==> src/hdl/sfr_pkg.sv <==
package sfr_pkg;

    localparam int PATTERN_MAX_DEF = 8;
    localparam int REPL_MAX_DEF    = 8;
    localparam int BYTE_W          = 8;
    localparam int LEN_W           = 4;
    localparam int CFG_DATA_W      = 64;
    localparam int CFG_IDX_W       = 4;
    localparam int IDX_W           = 3;
    localparam int QUEUE_DEPTH     = 2;

    typedef enum logic [CFG_IDX_W-1:0] {
        CFG_PATTERN_LEN   = 4'd0,
        CFG_PATTERN_BYTES = 4'd1,
        CFG_REPL_LEN      = 4'd2,
        CFG_REPL_BYTES    = 4'd3
    } cfg_index_t;

    typedef struct packed {
        logic [BYTE_W-1:0] in_byte;
        logic              in_last;
    } in_word_t;

    typedef struct packed {
        logic [BYTE_W-1:0] out_byte;
        logic              has_byte;
        logic              out_last;
    } out_word_t;

    // one queued burst: up to eight bytes sent in order, low byte first
    typedef struct packed {
        logic [CFG_DATA_W-1:0] data;
        logic [LEN_W-1:0]      count;
        logic                  last;
    } cmd_t;

endpackage

==> src/hdl/sfr_front.sv <==
module sfr_front #(
    parameter int PATTERN_MAX = sfr_pkg::PATTERN_MAX_DEF
) (
    input  logic                              aclk,
    input  logic                              aresetn,
    input  logic                              s_valid,
    output logic                              s_ready,
    input  sfr_pkg::in_word_t                 s_data,
    input  logic [sfr_pkg::LEN_W-1:0]         plen,
    input  logic [sfr_pkg::CFG_DATA_W-1:0]    pattern_bytes,
    input  logic [sfr_pkg::LEN_W-1:0]         rlen,
    input  logic [sfr_pkg::CFG_DATA_W-1:0]    repl_bytes,
    input  logic                              clear_win,
    input  logic                              q_ready,
    output logic                              q_push,
    output sfr_pkg::cmd_t                     q_cmd,
    output logic [$clog2(PATTERN_MAX+1)-1:0]  win_count
);

    localparam int CNT_W = $clog2(PATTERN_MAX + 1);

    logic [sfr_pkg::BYTE_W-1:0] win_reg  [PATTERN_MAX];
    logic [sfr_pkg::BYTE_W-1:0] win_next [PATTERN_MAX];
    logic [sfr_pkg::BYTE_W-1:0] ext      [PATTERN_MAX];
    logic [CNT_W-1:0]           count_reg, count_next;
    logic [sfr_pkg::LEN_W-1:0]  n;
    logic [sfr_pkg::LEN_W-1:0]  n_inc;
    logic                       full;
    logic                       match;
    logic                       accept;
    logic [sfr_pkg::CFG_DATA_W-1:0] ext_packed;

    assign s_ready   = q_ready;
    assign accept    = s_valid && s_ready;
    assign win_count = count_reg;

    always_comb begin
        if (sfr_pkg::LEN_W'(count_reg) >= plen) begin
            n = plen - sfr_pkg::LEN_W'(1);
        end else begin
            n = sfr_pkg::LEN_W'(count_reg);
        end
        n_inc = n + sfr_pkg::LEN_W'(1);
        full  = (n_inc == plen);
    end

    // window plus the new byte, oldest first
    always_comb begin
        ext_packed = '0;
        match      = 1'b1;
        for (int i = 0; i < PATTERN_MAX; i++) begin
            if (sfr_pkg::LEN_W'(i) < n) begin
                ext[i] = win_reg[i];
            end else begin
                ext[i] = s_data.in_byte;
            end
            ext_packed[i*sfr_pkg::BYTE_W +: sfr_pkg::BYTE_W] = ext[i];
            if (sfr_pkg::LEN_W'(i) < plen &&
                ext[i] != pattern_bytes[i*sfr_pkg::BYTE_W +: sfr_pkg::BYTE_W]) begin
                match = 1'b0;
            end
        end
    end

    always_comb begin
        q_cmd.last = s_data.in_last;
        if (full && match) begin
            q_cmd.data  = repl_bytes;
            q_cmd.count = rlen;
        end else begin
            q_cmd.data = ext_packed;
            if (s_data.in_last) begin
                q_cmd.count = n_inc;
            end else if (full) begin
                q_cmd.count = sfr_pkg::LEN_W'(1);
            end else begin
                q_cmd.count = '0;
            end
        end
        q_push = accept && (q_cmd.count != '0 || s_data.in_last);
    end

    always_comb begin
        count_next = count_reg;
        for (int i = 0; i < PATTERN_MAX; i++) begin
            win_next[i] = win_reg[i];
        end
        if (clear_win) begin
            count_next = '0;
        end else if (accept) begin
            if (s_data.in_last || (full && match)) begin
                count_next = '0;
            end else if (full) begin
                // drop the oldest byte, it went out in the queued burst
                for (int i = 0; i < PATTERN_MAX - 1; i++) begin
                    win_next[i] = ext[i+1];
                end
                count_next = CNT_W'(n);
            end else begin
                for (int i = 0; i < PATTERN_MAX; i++) begin
                    win_next[i] = ext[i];
                end
                count_next = CNT_W'(n_inc);
            end
        end
    end

    always_ff @(posedge aclk) begin
        if (!aresetn) begin
            count_reg <= '0;
        end else begin
            count_reg <= count_next;
        end
    end

    always_ff @(posedge aclk) begin
        for (int i = 0; i < PATTERN_MAX; i++) begin
            win_reg[i] <= win_next[i];
        end
    end

endmodule

==> src/hdl/sfr_queue.sv <==
module sfr_queue (
    input  logic          aclk,
    input  logic          aresetn,
    input  logic          push,
    input  sfr_pkg::cmd_t push_cmd,
    output logic          in_ready,
    input  logic          pop,
    output logic          out_valid,
    output sfr_pkg::cmd_t out_cmd
);

    localparam int AW = (sfr_pkg::QUEUE_DEPTH > 1) ? $clog2(sfr_pkg::QUEUE_DEPTH) : 1;

    sfr_pkg::cmd_t mem_reg [sfr_pkg::QUEUE_DEPTH];
    logic [AW:0]   wr_ptr_reg, wr_ptr_next;
    logic [AW:0]   rd_ptr_reg, rd_ptr_next;
    logic          empty;
    logic          full;

    assign empty     = (wr_ptr_reg == rd_ptr_reg);
    assign full      = (wr_ptr_reg[AW-1:0] == rd_ptr_reg[AW-1:0]) &&
                       (wr_ptr_reg[AW] != rd_ptr_reg[AW]);
    assign in_ready  = !full;
    assign out_valid = !empty;
    assign out_cmd   = mem_reg[rd_ptr_reg[AW-1:0]];

    always_comb begin
        wr_ptr_next = wr_ptr_reg;
        rd_ptr_next = rd_ptr_reg;
        if (push && !full) begin
            wr_ptr_next = wr_ptr_reg + (AW+1)'(1);
        end
        if (pop && !empty) begin
            rd_ptr_next = rd_ptr_reg + (AW+1)'(1);
        end
    end

    always_ff @(posedge aclk) begin
        if (!aresetn) begin
            wr_ptr_reg <= '0;
            rd_ptr_reg <= '0;
        end else begin
            wr_ptr_reg <= wr_ptr_next;
            rd_ptr_reg <= rd_ptr_next;
        end
    end

    always_ff @(posedge aclk) begin
        if (push && !full) begin
            mem_reg[wr_ptr_reg[AW-1:0]] <= push_cmd;
        end
    end

endmodule

==> src/hdl/sfr_back.sv <==
module sfr_back (
    input  logic               aclk,
    input  logic               aresetn,
    input  logic               q_valid,
    input  sfr_pkg::cmd_t      q_cmd,
    output logic               q_pop,
    output logic               m_valid,
    input  logic               m_ready,
    output sfr_pkg::out_word_t m_data
);

    sfr_pkg::cmd_t               cmd_reg, cmd_next;
    logic                        busy_reg, busy_next;
    logic [sfr_pkg::IDX_W-1:0]   idx_reg, idx_next;
    logic                        m_valid_reg, m_valid_next;
    sfr_pkg::out_word_t          m_word_reg, m_word_next;
    logic                        out_free;
    logic                        emit;
    logic                        at_end;
    logic                        fin;
    logic [sfr_pkg::CFG_DATA_W-1:0] shifted;

    assign out_free = !m_valid_reg || m_ready;
    assign emit     = busy_reg && out_free;
    assign at_end   = (cmd_reg.count == '0) ||
                      ({1'b0, idx_reg} == cmd_reg.count - sfr_pkg::LEN_W'(1));
    assign fin      = emit && at_end;
    assign q_pop    = q_valid && (!busy_reg || fin);
    assign shifted  = cmd_reg.data >> {idx_reg, 3'b000};

    assign m_valid = m_valid_reg;
    assign m_data  = m_word_reg;

    always_comb begin
        cmd_next     = cmd_reg;
        busy_next    = busy_reg;
        idx_next     = idx_reg;
        m_word_next  = m_word_reg;
        m_valid_next = m_valid_reg && !m_ready;

        if (emit) begin
            m_valid_next = 1'b1;
            // a burst of zero bytes only reaches here as the empty end word
            if (cmd_reg.count == '0) begin
                m_word_next.out_byte = '0;
                m_word_next.has_byte = 1'b0;
            end else begin
                m_word_next.out_byte = shifted[sfr_pkg::BYTE_W-1:0];
                m_word_next.has_byte = 1'b1;
            end
            m_word_next.out_last = cmd_reg.last && at_end;
            idx_next = idx_reg + sfr_pkg::IDX_W'(1);
        end

        if (q_pop) begin
            cmd_next  = q_cmd;
            busy_next = 1'b1;
            idx_next  = '0;
        end else if (fin) begin
            busy_next = 1'b0;
        end
    end

    always_ff @(posedge aclk) begin
        if (!aresetn) begin
            busy_reg    <= 1'b0;
            m_valid_reg <= 1'b0;
            idx_reg     <= '0;
        end else begin
            busy_reg    <= busy_next;
            m_valid_reg <= m_valid_next;
            idx_reg     <= idx_next;
        end
    end

    always_ff @(posedge aclk) begin
        cmd_reg    <= cmd_next;
        m_word_reg <= m_word_next;
    end

endmodule

==> src/hdl/stream_find_replace.sv <==
// Streaming find and replace: every leftmost, non-overlapping occurrence of the pattern
// (1 to PATTERN_MAX bytes) in a byte string is replaced by the replacement (0 to REPL_MAX
// bytes); in_last ends a string and flushes held bytes, and a string that leaves nothing to
// send ends with one word that has has_byte 0 and out_last 1. The front takes one byte per
// cycle while the queue has room, holds up to pattern_len-1 bytes and queues a burst of 0 to
// 8 output bytes per input byte into a two-entry queue; the back sends one word per cycle
// while m_ready is high, through its single output port. A result passes through the queue,
// the back's command register and its output register. Write configuration only while the
// block is idle; writing pattern_len drops any held bytes.
module stream_find_replace #(
    parameter int PATTERN_MAX = sfr_pkg::PATTERN_MAX_DEF,
    parameter int REPL_MAX    = sfr_pkg::REPL_MAX_DEF
) (
    input  logic                              aclk,
    input  logic                              aresetn,
    input  logic                              s_valid,
    output logic                              s_ready,
    input  sfr_pkg::in_word_t                 s_data,
    output logic                              m_valid,
    input  logic                              m_ready,
    output sfr_pkg::out_word_t                m_data,
    input  logic                              cfg_valid,
    output logic                              cfg_ready,
    input  logic [sfr_pkg::CFG_IDX_W-1:0]     cfg_index,
    input  logic [sfr_pkg::CFG_DATA_W-1:0]    cfg_data
);

    localparam logic [sfr_pkg::LEN_W-1:0] PLEN_MAX = sfr_pkg::LEN_W'(PATTERN_MAX);
    localparam logic [sfr_pkg::LEN_W-1:0] RLEN_MAX = sfr_pkg::LEN_W'(REPL_MAX);

    logic [sfr_pkg::LEN_W-1:0]      pattern_len_reg;
    logic [sfr_pkg::CFG_DATA_W-1:0] pattern_bytes_reg;
    logic [sfr_pkg::LEN_W-1:0]      repl_len_reg;
    logic [sfr_pkg::CFG_DATA_W-1:0] repl_bytes_reg;
    logic [sfr_pkg::LEN_W-1:0]      plen;
    logic [sfr_pkg::LEN_W-1:0]      rlen;
    logic                           cfg_wr;
    logic                           clear_win;

    logic                           q_push;
    logic                           q_in_ready;
    sfr_pkg::cmd_t                  q_push_cmd;
    logic                           q_pop;
    logic                           q_out_valid;
    sfr_pkg::cmd_t                  q_out_cmd;
    logic [$clog2(PATTERN_MAX+1)-1:0] win_count;

    assign cfg_ready = 1'b1;
    assign cfg_wr    = cfg_valid && cfg_ready;
    assign clear_win = cfg_wr && (cfg_index == sfr_pkg::CFG_PATTERN_LEN);

    always_comb begin
        if (pattern_len_reg == '0) begin
            plen = sfr_pkg::LEN_W'(1);
        end else if (pattern_len_reg > PLEN_MAX) begin
            plen = PLEN_MAX;
        end else begin
            plen = pattern_len_reg;
        end
        if (repl_len_reg > RLEN_MAX) begin
            rlen = RLEN_MAX;
        end else begin
            rlen = repl_len_reg;
        end
    end

    always_ff @(posedge aclk) begin
        if (!aresetn) begin
            pattern_len_reg   <= sfr_pkg::LEN_W'(1);
            pattern_bytes_reg <= '0;
            repl_len_reg      <= '0;
            repl_bytes_reg    <= '0;
        end else if (cfg_wr) begin
            case (cfg_index)
                sfr_pkg::CFG_PATTERN_LEN: begin
                    pattern_len_reg <= cfg_data[sfr_pkg::LEN_W-1:0];
                end
                sfr_pkg::CFG_PATTERN_BYTES: begin
                    pattern_bytes_reg <= cfg_data;
                end
                sfr_pkg::CFG_REPL_LEN: begin
                    repl_len_reg <= cfg_data[sfr_pkg::LEN_W-1:0];
                end
                sfr_pkg::CFG_REPL_BYTES: begin
                    repl_bytes_reg <= cfg_data;
                end
                default: begin
                end
            endcase
        end
    end

    sfr_front #(
        .PATTERN_MAX(PATTERN_MAX)
    ) u_front (
        .aclk         (aclk),
        .aresetn      (aresetn),
        .s_valid      (s_valid),
        .s_ready      (s_ready),
        .s_data       (s_data),
        .plen         (plen),
        .pattern_bytes(pattern_bytes_reg),
        .rlen         (rlen),
        .repl_bytes   (repl_bytes_reg),
        .clear_win    (clear_win),
        .q_ready      (q_in_ready),
        .q_push       (q_push),
        .q_cmd        (q_push_cmd),
        .win_count    (win_count)
    );

    sfr_queue u_queue (
        .aclk     (aclk),
        .aresetn  (aresetn),
        .push     (q_push),
        .push_cmd (q_push_cmd),
        .in_ready (q_in_ready),
        .pop      (q_pop),
        .out_valid(q_out_valid),
        .out_cmd  (q_out_cmd)
    );

    sfr_back u_back (
        .aclk   (aclk),
        .aresetn(aresetn),
        .q_valid(q_out_valid),
        .q_cmd  (q_out_cmd),
        .q_pop  (q_pop),
        .m_valid(m_valid),
        .m_ready(m_ready),
        .m_data (m_data)
    );

    // an empty word only ever closes a string
    a_empty_is_last: assert property (@(posedge aclk) disable iff (!aresetn)
        (m_valid && !m_data.has_byte) |-> (m_data.out_last && m_data.out_byte == '0))
        else $error("empty word without end mark");

    // the front never pushes into a full queue
    a_no_overflow: assert property (@(posedge aclk) disable iff (!aresetn)
        q_push |-> q_in_ready)
        else $error("burst queue overflow");

    // the end of a string leaves the window empty
    a_flush_on_last: assert property (@(posedge aclk) disable iff (!aresetn)
        (s_valid && s_ready && s_data.in_last) |=> (win_count == '0))
        else $error("window not flushed at end of string");

    // held bytes stay below the pattern length unless configuration was just written
    a_window_bound: assert property (@(posedge aclk) disable iff (!aresetn)
        (!$past(cfg_wr)) |-> (sfr_pkg::LEN_W'(win_count) < plen))
        else $error("window holds a full pattern");

endmodule
==> config.mk <==
export PLATFORM = sky130hd
export DESIGN_NAME = stream_find_replace
export DESIGN_NICKNAME = d
export VERILOG_FILES = /design/src/hdl/sfr_pkg.sv /design/src/hdl/sfr_front.sv /design/src/hdl/sfr_queue.sv /design/src/hdl/sfr_back.sv /design/src/hdl/stream_find_replace.sv
export SDC_FILE = /design/constraint.sdc
export NUM_CORES = 1
export LEC_CHECK = 0
export BUFFER_PORTS_ARGS = -buffer_cell sky130_fd_sc_hd__buf_2
export CAP_MARGIN = 40
export CORE_MARGIN = 8
export CORE_UTILIZATION = 61
export CTS_CLUSTER_SIZE = 10
export DETAILED_ROUTE_END_ITERATION = 12
export GPL_TIMING_DRIVEN = 0
export PLACE_DENSITY = 0.84
export SLEW_MARGIN = 20
export SYNTH_ARGS = -nofsm -noshare
export SYNTH_HDL_FRONTEND = slang
export SYNTH_HIERARCHICAL = 1
export SYNTH_SLANG_ARGS = --single-unit
==> constraint.sdc <==
create_clock -name aclk -period 12.4 [get_ports aclk]
set_clock_uncertainty 0.1 [all_clocks]
set_input_delay 1.24 -clock aclk [delete_from_list [all_inputs] [get_ports aclk]]
set_output_delay 1.24 -clock aclk [all_outputs]
set_load 0.01 [all_outputs]
==> impl_metrics.env, run 1 <==
export IMPL_routabilityCongestion=0.991
export IMPL_remaining_drc_errors=0
export IMPL_placement_rows=69
export IMPL_total_leakage_power_nw=9.53
export IMPL_synth_async_reset_ratio=0
export IMPL_via_count_of_the_first_global_routing_pass=16000
export IMPL_finalSetupTns_ns=0
export IMPL_seq_area_frac_synth=0.525
export IMPL_drt_vias_per_instance=6.45
export IMPL_die_footprint_um2=42000
export IMPL_core_area_um2=35400
export IMPL_vdd_ir_drop_max_mv=0.377
export IMPL_initial_utilization=0.616
export IMPL_synth_area_um2=21800
export IMPL_drt_iter0_markers=1791
export IMPL_yosysWarnings=6
export IMPL_final_period_utilization=0.751
export IMPL_critical_path_peak_fanout=19
export IMPL_placed_cell_area_um2=23100
export IMPL_grt_first_pass_wirelength_mm=98.9
export IMPL_result_of_the_run="completed"
export IMPL_buffer_ports_inserted=90
export IMPL_setup_worst_path_start_class="flip-flop"
export IMPL_netlist_cell_type_count=92
export IMPL_max_slew_violation_count=0
export IMPL_hold_path_class="flip-flop to flip-flop"
export IMPL_synthCells=1872
export IMPL_crit_path_top_delay_cell="a211oi_1"
export IMPL_synth_seq_cells=431
export IMPL_critical_path_arrival_ns=9.48
export IMPL_number_of_flops_mapped_to_enable_cells_by_yosys=281
export IMPL_grt_max_degree=42
export IMPL_critPathMostFrequentCell="clkbuf_1"
export IMPL_cts_made_buffers=50
export IMPL_syn_mean_instance_area_um2=11.6
export IMPL_drt_pass1_iter_count=6
export IMPL_setup_worst_path_class="flip-flop to flip-flop"
export IMPL_fillerInstances=2499
export IMPL_cts_htree_levels=2
export IMPL_clock_fmax_ghz=0.107
export IMPL_setup_repair_after_global_routing_missed_its_margin="false"
export IMPL_cts_clk_slew_worst_paths_ns=0.06
export IMPL_clockBufferDepth=3
export IMPL_endpoint_kind="flip-flop"
export IMPL_clock_sinks=431
export IMPL_post_route_antenna_net_violation_count=0
export IMPL_number_of_flip_flops_under_the_largest_register_name=138
export IMPL_finalInstanceArea_um2=24600
export IMPL_io_pins=95
export IMPL_post_dp_hpwl_mm=48.3
export IMPL_worst_margin_slew_ns=0.987
export IMPL_die_x_um=205
export IMPL_utilization=0.696
export IMPL_power_per_cell_area_nw_per_um2=241
export IMPL_timing_critical_path_slowest_cell_delay_ns=0.73
export IMPL_cts_repair_timing_setup_buffer_count=0
export IMPL_share_of_cells_above_drive_strength_1=0.197
export IMPL_timing_max_cap_violations=0
export IMPL_synth_top_flop_cell="edfxtp_1"
export IMPL_tritoncts="done"
export IMPL_required_ns=12.57
export IMPL_num_nets_final=2123
export IMPL_cts_root_buf="clkbuf_16"
export IMPL_path_cells="nor2b_1, inv_1, ha_1, o21ai_0, nand2b_1, nand2_1, clkbuf_1, buf_1, o21ai_0, ha_1, nor2b_1, o211ai_1, o211ai_1, a211oi_1, clkbuf_1, clkbuf_1, buf_6, buf_1, nor2_1, nor2_1, o31a_1, nand2_1, a21oi_4, buf_16"
export IMPL_antenna_found_initial=2
export IMPL_count_of_final_hold_check_violations=0
export IMPL_setup_violations=0
export IMPL_slew_limit_headroom=0.342
export IMPL_syn_nets=1965
export IMPL_routed_wl_mm=66.9
export IMPL_worst_skew_pair_late_latency_ns=0.58
export IMPL_synthToLayoutAreaGrowth_pct=12.9
export IMPL_overflow=0
export IMPL_grt_total_usage=0.313
export IMPL_routedWlPerCell_um=26.4
export IMPL_cts_hold_fix_buffers=0
export IMPL_routed_via_count=16400
export IMPL_cts_resized=0
export IMPL_post_route_min_period_ns=9.31
export IMPL_die_h_um=205
## worst max-delay path: cells and delay by family (launching register included)
kind	cells	cell delay (ns)
AO/OA/AOI/OAI	7	2.44
AND/OR/NAND/NOR	7	1.78
flip-flops	1	0.35
buffers and inverters	8	3.58
adder cells (fa/ha/maj)	2	0.69
## logic make-up (layout without fill, tap and decap cells)
family,after synthesis,after routing,share of synthesized area
muxes,343,343,0.183
DFF,431,431,0.525
buffers and inverters,184,383,0.0490
xor gates and xnor gates,90,90,0.0365
AOI/OAI and AO/OA,303,303,0.0939
adders and majority gates,11,11,0.00631
and+or+nand+nor,509,509,0.106
other,1,3,0.000172
## synth_stat cells (5+ instances only)
library cell,count,area share
nor2b_1,16,0.0046
mux2i_1,181,0.083
nand3_1,23,0.0053
dlygate4sd1_1,5,0.0020
buf_12,12,0.011
or2_2,6,0.0017
ha_1,11,0.0063
buf_6,10,0.0052
xnor2_1,38,0.015
nor4_1,12,0.0034
mux2_4,46,0.032
a22o_1,5,0.0020
nor2_1,86,0.015
o21ai_0,70,0.016
o22ai_1,45,0.013
xor2_1,51,0.020
mux4_2,16,0.017
nor3_1,20,0.0046
buf_1,15,0.0026
o211ai_1,9,0.0031
buf_2,29,0.0067
o21a_1,8,0.0028
inv_1,51,0.0088
o31ai_1,16,0.0055
nand2_1,280,0.048
or3_1,5,0.0014
nand4_1,8,0.0023
a221o_1,11,0.0051
edfxtp_1,281,0.39
nand2b_1,20,0.0057
clkbuf_1,48,0.0083
a221oi_1,6,0.0024
mux2_2,98,0.051
a21oi_1,36,0.0083
a31oi_1,34,0.0098
dfxtp_1,150,0.14
a311oi_1,5,0.0020
o221ai_1,10,0.0040
## routing by layer
metal	vias up	wire length, um	global-route usage
met5	-	0	0
met4	0	3100	0.137
met3	198	7180	0.0683
met2	979	30600	0.500
met1	7980	26100	0.407
li1	7193	-	-
## layout by cell type (no fill, tap or decap), drive strengths merged, types with 34 or more instances in the layout
cell,instances
buf,176
a31oi,34
nand2,280
clkbuf,141
o21ai,72
a21oi,38
nor2,87
dfxtp,150
inv,53
mux2i,182
edfxtp,281
mux2,145
xnor2,38
xor2,52
o22ai,45
## final timing paths
path                 startpoint  slack, ns                endpoint  depth (start not counted)
max          pattern_len_reg[2]       3.09  u_queue/mem_reg[1][26]                         24
min          repl_bytes_reg[45]       0.36      repl_bytes_reg[45]                          2
max reg2reg  pattern_len_reg[2]       3.09  u_queue/mem_reg[1][26]                         24
min reg2reg  repl_bytes_reg[45]       0.36      repl_bytes_reg[45]                          2
## metrics by stage
stage                     cells  hold slack (ns)  worst slack [ns]  power (mW)
final                      2534            0.356              3.09        5.93
after global routing       2532            0.384              2.82        6.14
after CTS                  2529            0.358              3.28        5.87
after detailed placement   2436            0.351              3.37        4.48
after global placement     2423            0.343            -0.976        4.38
after floorplan            1872            0.334              3.27        3.75
## where the power goes
group          switching [mW]  total (mW)  internal [mW]
clock network           0.568        1.37          0.800
registers               0.186        2.38           2.20
logic                    1.36        2.18          0.814
## area by class of cell
class / instances / area, um2 / share of cell area
Multi-Input combinational cell: 1257 / 9310 / 0.378
Antenna cell: 2 / 5.00 / 0.000203
Clock buffer: 91 / 1480 / 0.0600
Sequential cell: 431 / 11400 / 0.465
Inverter: 56 / 210 / 0.00854
Buffer: 128 / 858 / 0.0349
Timing Repair Buffer: 106 / 703 / 0.0286
Clock inverter: 2 / 36.3 / 0.00147
Tap cell: 461 / 577 / 0.0234
(Power assumes the default switching activity.)
==> run 2: changes to the inputs <==
CORE_UTILIZATION = 56   (was 61)
PLACE_DENSITY = 0.81   (was 0.84)
clock period = 8 ns   (was 12.4 ns; I/O delays follow)
==> impl_metrics.env, run 2 (same netlist as run 1, synthesis figures left out) <==
export IMPL_result_of_the_run="completed"
export IMPL_die_h_um=213
export IMPL_critical_path_peak_fanout=21
export IMPL_setup_repair_after_global_routing_missed_its_margin="false"
export IMPL_utilization=0.640
export IMPL_placement_rows=72
export IMPL_finalSetupTns_ns=0
export IMPL_clock_sinks=431
export IMPL_total_leakage_power_nw=9.50
export IMPL_number_of_flip_flops_under_the_largest_register_name=138
export IMPL_cts_hold_fix_buffers=0
export IMPL_r2r_start="pattern_len_reg[1]"
export IMPL_max_slew_violation_count=0
export IMPL_post_route_min_period_ns=7.71
export IMPL_hold_path_class="flip-flop to flip-flop"
export IMPL_initial_utilization=0.565
export IMPL_io_pins=95
export IMPL_timing_reg2reg_setup_slack_ns=0.29
export IMPL_drt_iter0_markers=1933
export IMPL_antenna_found_initial=1
export IMPL_routabilityCongestion=0.991
export IMPL_final_period_utilization=0.964
export IMPL_worst_margin_slew_ns=0.956
export IMPL_overflow=0
export IMPL_crit_path_top_delay_cell="a21oi_2"
export IMPL_cts_htree_levels=2
export IMPL_mostFrequentLayoutCells="281 x edfxtp_1, 279 x nand2_1, 180 x mux2i_1, 150 x dfxtp_1, 121 x buf_2"
export IMPL_die_footprint_um2=45500
export IMPL_worst_setup_path_startpoint="pattern_len_reg[1]"
export IMPL_slew_limit_headroom=0.363
export IMPL_worst_skew_pair_late_latency_ns=0.61
export IMPL_endpoint_kind="flip-flop"
export IMPL_grt_max_degree=55
export IMPL_die_x_um=213
export IMPL_timing_max_cap_violations=0
export IMPL_clockBufferDepth=3
export IMPL_critical_path_n_buffers_inverters=12
export IMPL_core_area_um2=38600
export IMPL_remaining_drc_errors=0
export IMPL_cts_made_buffers=50
export IMPL_ant_diodes=0
export IMPL_mostFrequentLayoutCell="edfxtp_1"
export IMPL_grt_total_usage=0.285
export IMPL_num_nets_final=2118
export IMPL_post_route_worst_setup_slack_ns=0.290
export IMPL_tritoncts="done"
export IMPL_cts_clk_slew_worst_paths_ns=0.06
export IMPL_total_power_mw=9.13
export IMPL_reg2reg_path_depth=28
export IMPL_r2r_end="u_queue/mem_reg[1][13]"
export IMPL_critPathTopFamily="buffers and inverters"
export IMPL_minimum_setup_slack_after_placement_ns=-1.30
export IMPL_cts_root_buf="clkbuf_16"
export IMPL_routedWlPerCell_um=25.3
export IMPL_worst_setup_path_endpoint="u_queue/mem_reg[1][13]"
export IMPL_via_count_of_the_first_global_routing_pass=16000
export IMPL_critical_path_arrival_ns=7.96
export IMPL_clock_fmax_ghz=0.130
export IMPL_synthToLayoutAreaGrowth_pct=13.2
export IMPL_grt_first_pass_wirelength_mm=97.1
export IMPL_power_per_cell_area_nw_per_um2=370
export IMPL_post_dp_hpwl_mm=47.5
export IMPL_routed_wl_mm=65.5
export IMPL_post_route_antenna_net_violation_count=0
export IMPL_drt_pass1_iter_count=6
export IMPL_drt_vias_per_instance=6.26
export IMPL_buffer_ports_inserted=90
export IMPL_setup_worst_path_start_class="flip-flop"
export IMPL_cp_num_cells=28
export IMPL_timing_critical_path_slowest_cell_delay_ns=0.56
export IMPL_setup_violations=0
export IMPL_share_of_cells_above_drive_strength_1=0.200
export IMPL_vdd_ir_drop_max_mv=0.254
export IMPL_routed_via_count=16200
export IMPL_count_of_final_hold_check_violations=0
export IMPL_setup_worst_path_class="flip-flop to flip-flop"
export IMPL_required_ns=8.24
export IMPL_whs_path_depth=2
[run 2: what timing repair did]
item | in CTS | in global routing
buffers inserted | 1 | 0
gates resized for setup | 11 | 5
endpoints found under the hold margin | 0 | 0
endpoints found under the setup margin | 202 | 62
pin swaps | 0 | 0
[run 2: worst min-delay path by stage]
stage	slack, ns	startpoint	endpoint
floorplan	0.33	repl_len_reg[0]	repl_len_reg[0]
global placement	0.34	repl_bytes_reg[31]	repl_bytes_reg[31]
CTS	0.35	cfg_data[13]	repl_bytes_reg[13]
global route	0.37	cfg_data[14]	pattern_bytes_reg[14]
finish	0.36	repl_bytes_reg[16]	repl_bytes_reg[16]
detailed placement	0.35	repl_bytes_reg[31]	repl_bytes_reg[31]
[run 2: final cells by class]
cell class / count / area, um2
Fill cell: 2972 / 13900
Sequential cell: 431 / 11400
Clock inverter: 5 / 71.3
Inverter: 56 / 210
Clock buffer: 87 / 1420
Timing Repair Buffer: 102 / 666
Tap cell: 518 / 648
Multi-Input combinational cell: 1257 / 9350
Buffer: 127 / 865
[run 2: stage by stage]
| stage | hold WS [ns] | cells | instance area, um2 |
|---|---|---|---|
| 3_3_place_gp | 0.343 | 2480 | 22900 |
| 4_1_cts | 0.352 | 2580 | 24600 |
| 2_1_floorplan | 0.334 | 1872 | 21800 |
| 5_1_grt | 0.370 | 2583 | 24700 |
| 3_5_place_dp | 0.354 | 2488 | 23100 |
| 6_report | 0.361 | 2583 | 24700 |
[run 2: per-layer routing]
| metal | GRT usage | up-vias | part of all wire |
|---|---|---|---|
| met5 | 0 | - | 0.00020 |
| met3 | 0.0477 | 192 | 0.10 |
| met2 | 0.456 | 997 | 0.46 |
| met4 | 0.126 | 2 | 0.046 |
| met1 | 0.381 | 7811 | 0.39 |
| li1 | - | 7168 | - |
[run 2: worst min-delay path: stages (launching register included)]
cell	delay, ns
dfxtp_1	0.31
nand2_1	0.05
mux2i_1	0.05
[run 2: power by group]
| group | internal (mW) | total [mW] | switching [mW] |
|---|---|---|---|
| combinational | 1.27 | 3.35 | 2.08 |
| clock | 1.21 | 2.10 | 0.893 |
| sequential | 3.40 | 3.69 | 0.283 |
| total | 5.88 | 9.13 | 3.26 |
==> run 3: changes to the inputs <==
CORE_ASPECT_RATIO = 0.6   (was unset)
SLEW_MARGIN = 0   (was 20)
==> impl_metrics.env, run 3 (same netlist as run 1, synthesis figures left out) <==
export IMPL_result_of_the_run="completed"
export IMPL_timing_critical_path_slowest_cell_delay_ns=0.43
export IMPL_mostFrequentLayoutCell="edfxtp_1"
export IMPL_setup_worst_path_start_class="flip-flop"
export IMPL_buffer_ports_inserted=90
export IMPL_clock_fmax_ghz=0.129
export IMPL_synthToLayoutAreaGrowth_pct=13.2
export IMPL_grt_total_usage=0.290
export IMPL_switching_power_mw=3.38
export IMPL_clockBufferDepth=3
export IMPL_total_leakage_power_nw=9.51
export IMPL_setup_worst_path_class="flip-flop to flip-flop"
export IMPL_critical_path_arrival_ns=7.97
export IMPL_final_period_utilization=0.971
export IMPL_initial_utilization=0.563
export IMPL_max_slew_violation_count=0
export IMPL_finalInstanceArea_um2=24700
export IMPL_grt_first_pass_wirelength_mm=101
export IMPL_share_clk_of_total_power=0.222
export IMPL_remaining_drc_errors=0
export IMPL_die_footprint_um2=45700
export IMPL_count_of_final_hold_check_violations=0
export IMPL_routabilityCongestion=0.993
export IMPL_routed_wl_mm=69.2
export IMPL_required_ns=8.20
export IMPL_finish_cell_count_without_fillers=2591
export IMPL_combinational_group_share_of_total_power=0.377
export IMPL_internal_power_mw=5.84
export IMPL_number_of_flip_flops_under_the_largest_register_name=138
export IMPL_antenna_found_initial=6
export IMPL_drt_iter0_markers=2876
export IMPL_post_route_worst_setup_slack_ns=0.236
export IMPL_io_pins=95
export IMPL_setup_repair_after_global_routing_missed_its_margin="false"
export IMPL_drt_pass1_iter_count=8
export IMPL_clock_sinks=431
export IMPL_timing_max_cap_violations=0
export IMPL_tritoncts="done"
export IMPL_cts_made_buffers=49
export IMPL_core_area_um2=38700
export IMPL_via_count_of_the_first_global_routing_pass=15600
export IMPL_drt_vias_per_instance=6.42
export IMPL_vdd_ir_drop_max_mv=0.353
export IMPL_slew_limit_headroom=0.360
export IMPL_worst_skew_pair_late_latency_ns=0.57
export IMPL_cts_htree_levels=2
export IMPL_total_placed_cells_including_tap_cells=2497
export IMPL_worst_margin_slew_ns=0.961
export IMPL_ant_diodes=0
export IMPL_critPathMostFrequentCell="inv_1"
export IMPL_die_x_um=271
export IMPL_post_route_antenna_net_violation_count=0
export IMPL_grt_max_degree=41
export IMPL_endpoint_kind="flip-flop"
export IMPL_overflow=0
export IMPL_placement_rows=56
export IMPL_post_route_min_period_ns=7.76
export IMPL_placed_cell_area_um2=23100
export IMPL_minimum_setup_slack_after_placement_ns=-0.954
export IMPL_critical_path_peak_fanout=26
export IMPL_routed_via_count=16600
export IMPL_cts_clk_slew_worst_paths_ns=0.06
export IMPL_cts_root_buf="clkbuf_16"
export IMPL_die_h_um=169
export IMPL_timing_reg2reg_setup_slack_ns=0.24
export IMPL_setup_violations=0
export IMPL_cts_hold_fix_buffers=0
export IMPL_share_seq_of_total_power=0.401
export IMPL_routedWlPerCell_um=26.7
export IMPL_fillerInstances=2931
export IMPL_crit_path_top_delay_cell="a2111o_1"
export IMPL_post_dp_hpwl_mm=50.1
export IMPL_power_per_cell_area_nw_per_um2=374
export IMPL_share_of_cells_above_drive_strength_1=0.203
export IMPL_hold_path_class="flip-flop to flip-flop"
export IMPL_power_switching_fraction=0.367
export IMPL_mostFrequentLayoutCells="281 x edfxtp_1, 278 x nand2_1, 181 x mux2i_1, 149 x dfxtp_1, 123 x buf_2"
export IMPL_num_nets_final=2125
==> run 3: cell count changes in the layout (fill, tap and decap cells not counted), moves of 2 or more <==
cell / previous run / this run
buf_4: 5 / 7
o21ai_1: 0 / 2
clkbuf_16: 51 / 49
nor2b_4: 0 / 2
buf_2: 121 / 123
buf_16: 5 / 1
buf_12: 13 / 19
==> run 3: final cells by class <==
type / count / area, um2 / area share
Inverter: 56 / 211 / 0.00857
Clock inverter: 3 / 52.6 / 0.00213
Clock buffer: 85 / 1370 / 0.0556
Buffer: 128 / 866 / 0.0351
Timing Repair Buffer: 108 / 704 / 0.0286
Tap cell: 522 / 653 / 0.0265
Sequential cell: 431 / 11400 / 0.464
Multi-Input combinational cell: 1258 / 9370 / 0.380
==> run 3: critical path, delay by kind of cell (launching register included) <==
| family | cells | cell delay (ns) |
|---|---|---|
| muxes | 2 | 0.62 |
| adders and majority gates | 2 | 0.66 |
| buffers and inverters | 11 | 2.14 |
| DFF | 1 | 0.39 |
| and+or+nand+nor | 6 | 1.14 |
| AOI/OAI and AO/OA | 9 | 2.39 |
==> run 3: path summary, 6_finish.rpt <==
| check | from | endpoint | cells past startpoint |
|---|---|---|---|
| worst max-delay path | pattern_len_reg[1] | u_queue/mem_reg[1][34] | 30 |
| worst min-delay path | repl_len_reg[2] | repl_len_reg[2] | 2 |
| worst max register to register | pattern_len_reg[1] | u_queue/mem_reg[1][34] | 30 |
| worst min register to register | repl_len_reg[2] | repl_len_reg[2] | 2 |
==> run 3: metal layers <==
metal	wire length, um	share of wire	GRT usage	vias up
met2	28500	0.41	0.410	1171
met4	1960	0.028	0.0785	2
li1	-	-	-	7192
met3	10300	0.15	0.0872	144
met5	12	0.00017	0	-
met1	28400	0.41	0.429	8131
==> run 3: power groups by stage <==
| stage | clock network, mW | logic, mW | registers, mW |
|---|---|---|---|
| finish | 2.04 | 3.48 | 3.69 |
| global route | 2.15 | 3.66 | 3.73 |
| CTS | 2.06 | 3.36 | 3.68 |
| detailed placement | 0 | 3.28 | 3.71 |
| global placement | 0 | 3.09 | 3.75 |
| floorplan | 0 | 2.16 | 3.64 |
==> run 3: through the flow <==
stage,util,total power [mW],TNS (ns),hold WS (ns)
floorplan,-,5.80,0,0.334
global placement,0.591,6.84,-549.71,0.343
detailed placement,0.597,6.99,-126.43,0.353
CTS,0.635,9.10,0,0.360
global route,0.637,9.54,0,0.376
finish,0.637,9.22,0,0.361
==> run 3: what timing repair did <==
item	CTS	global route
endpoints found under the setup margin	204	196
buffers inserted	3	1
cloned	1	0
resized for setup	10	13
pin swaps	1	1
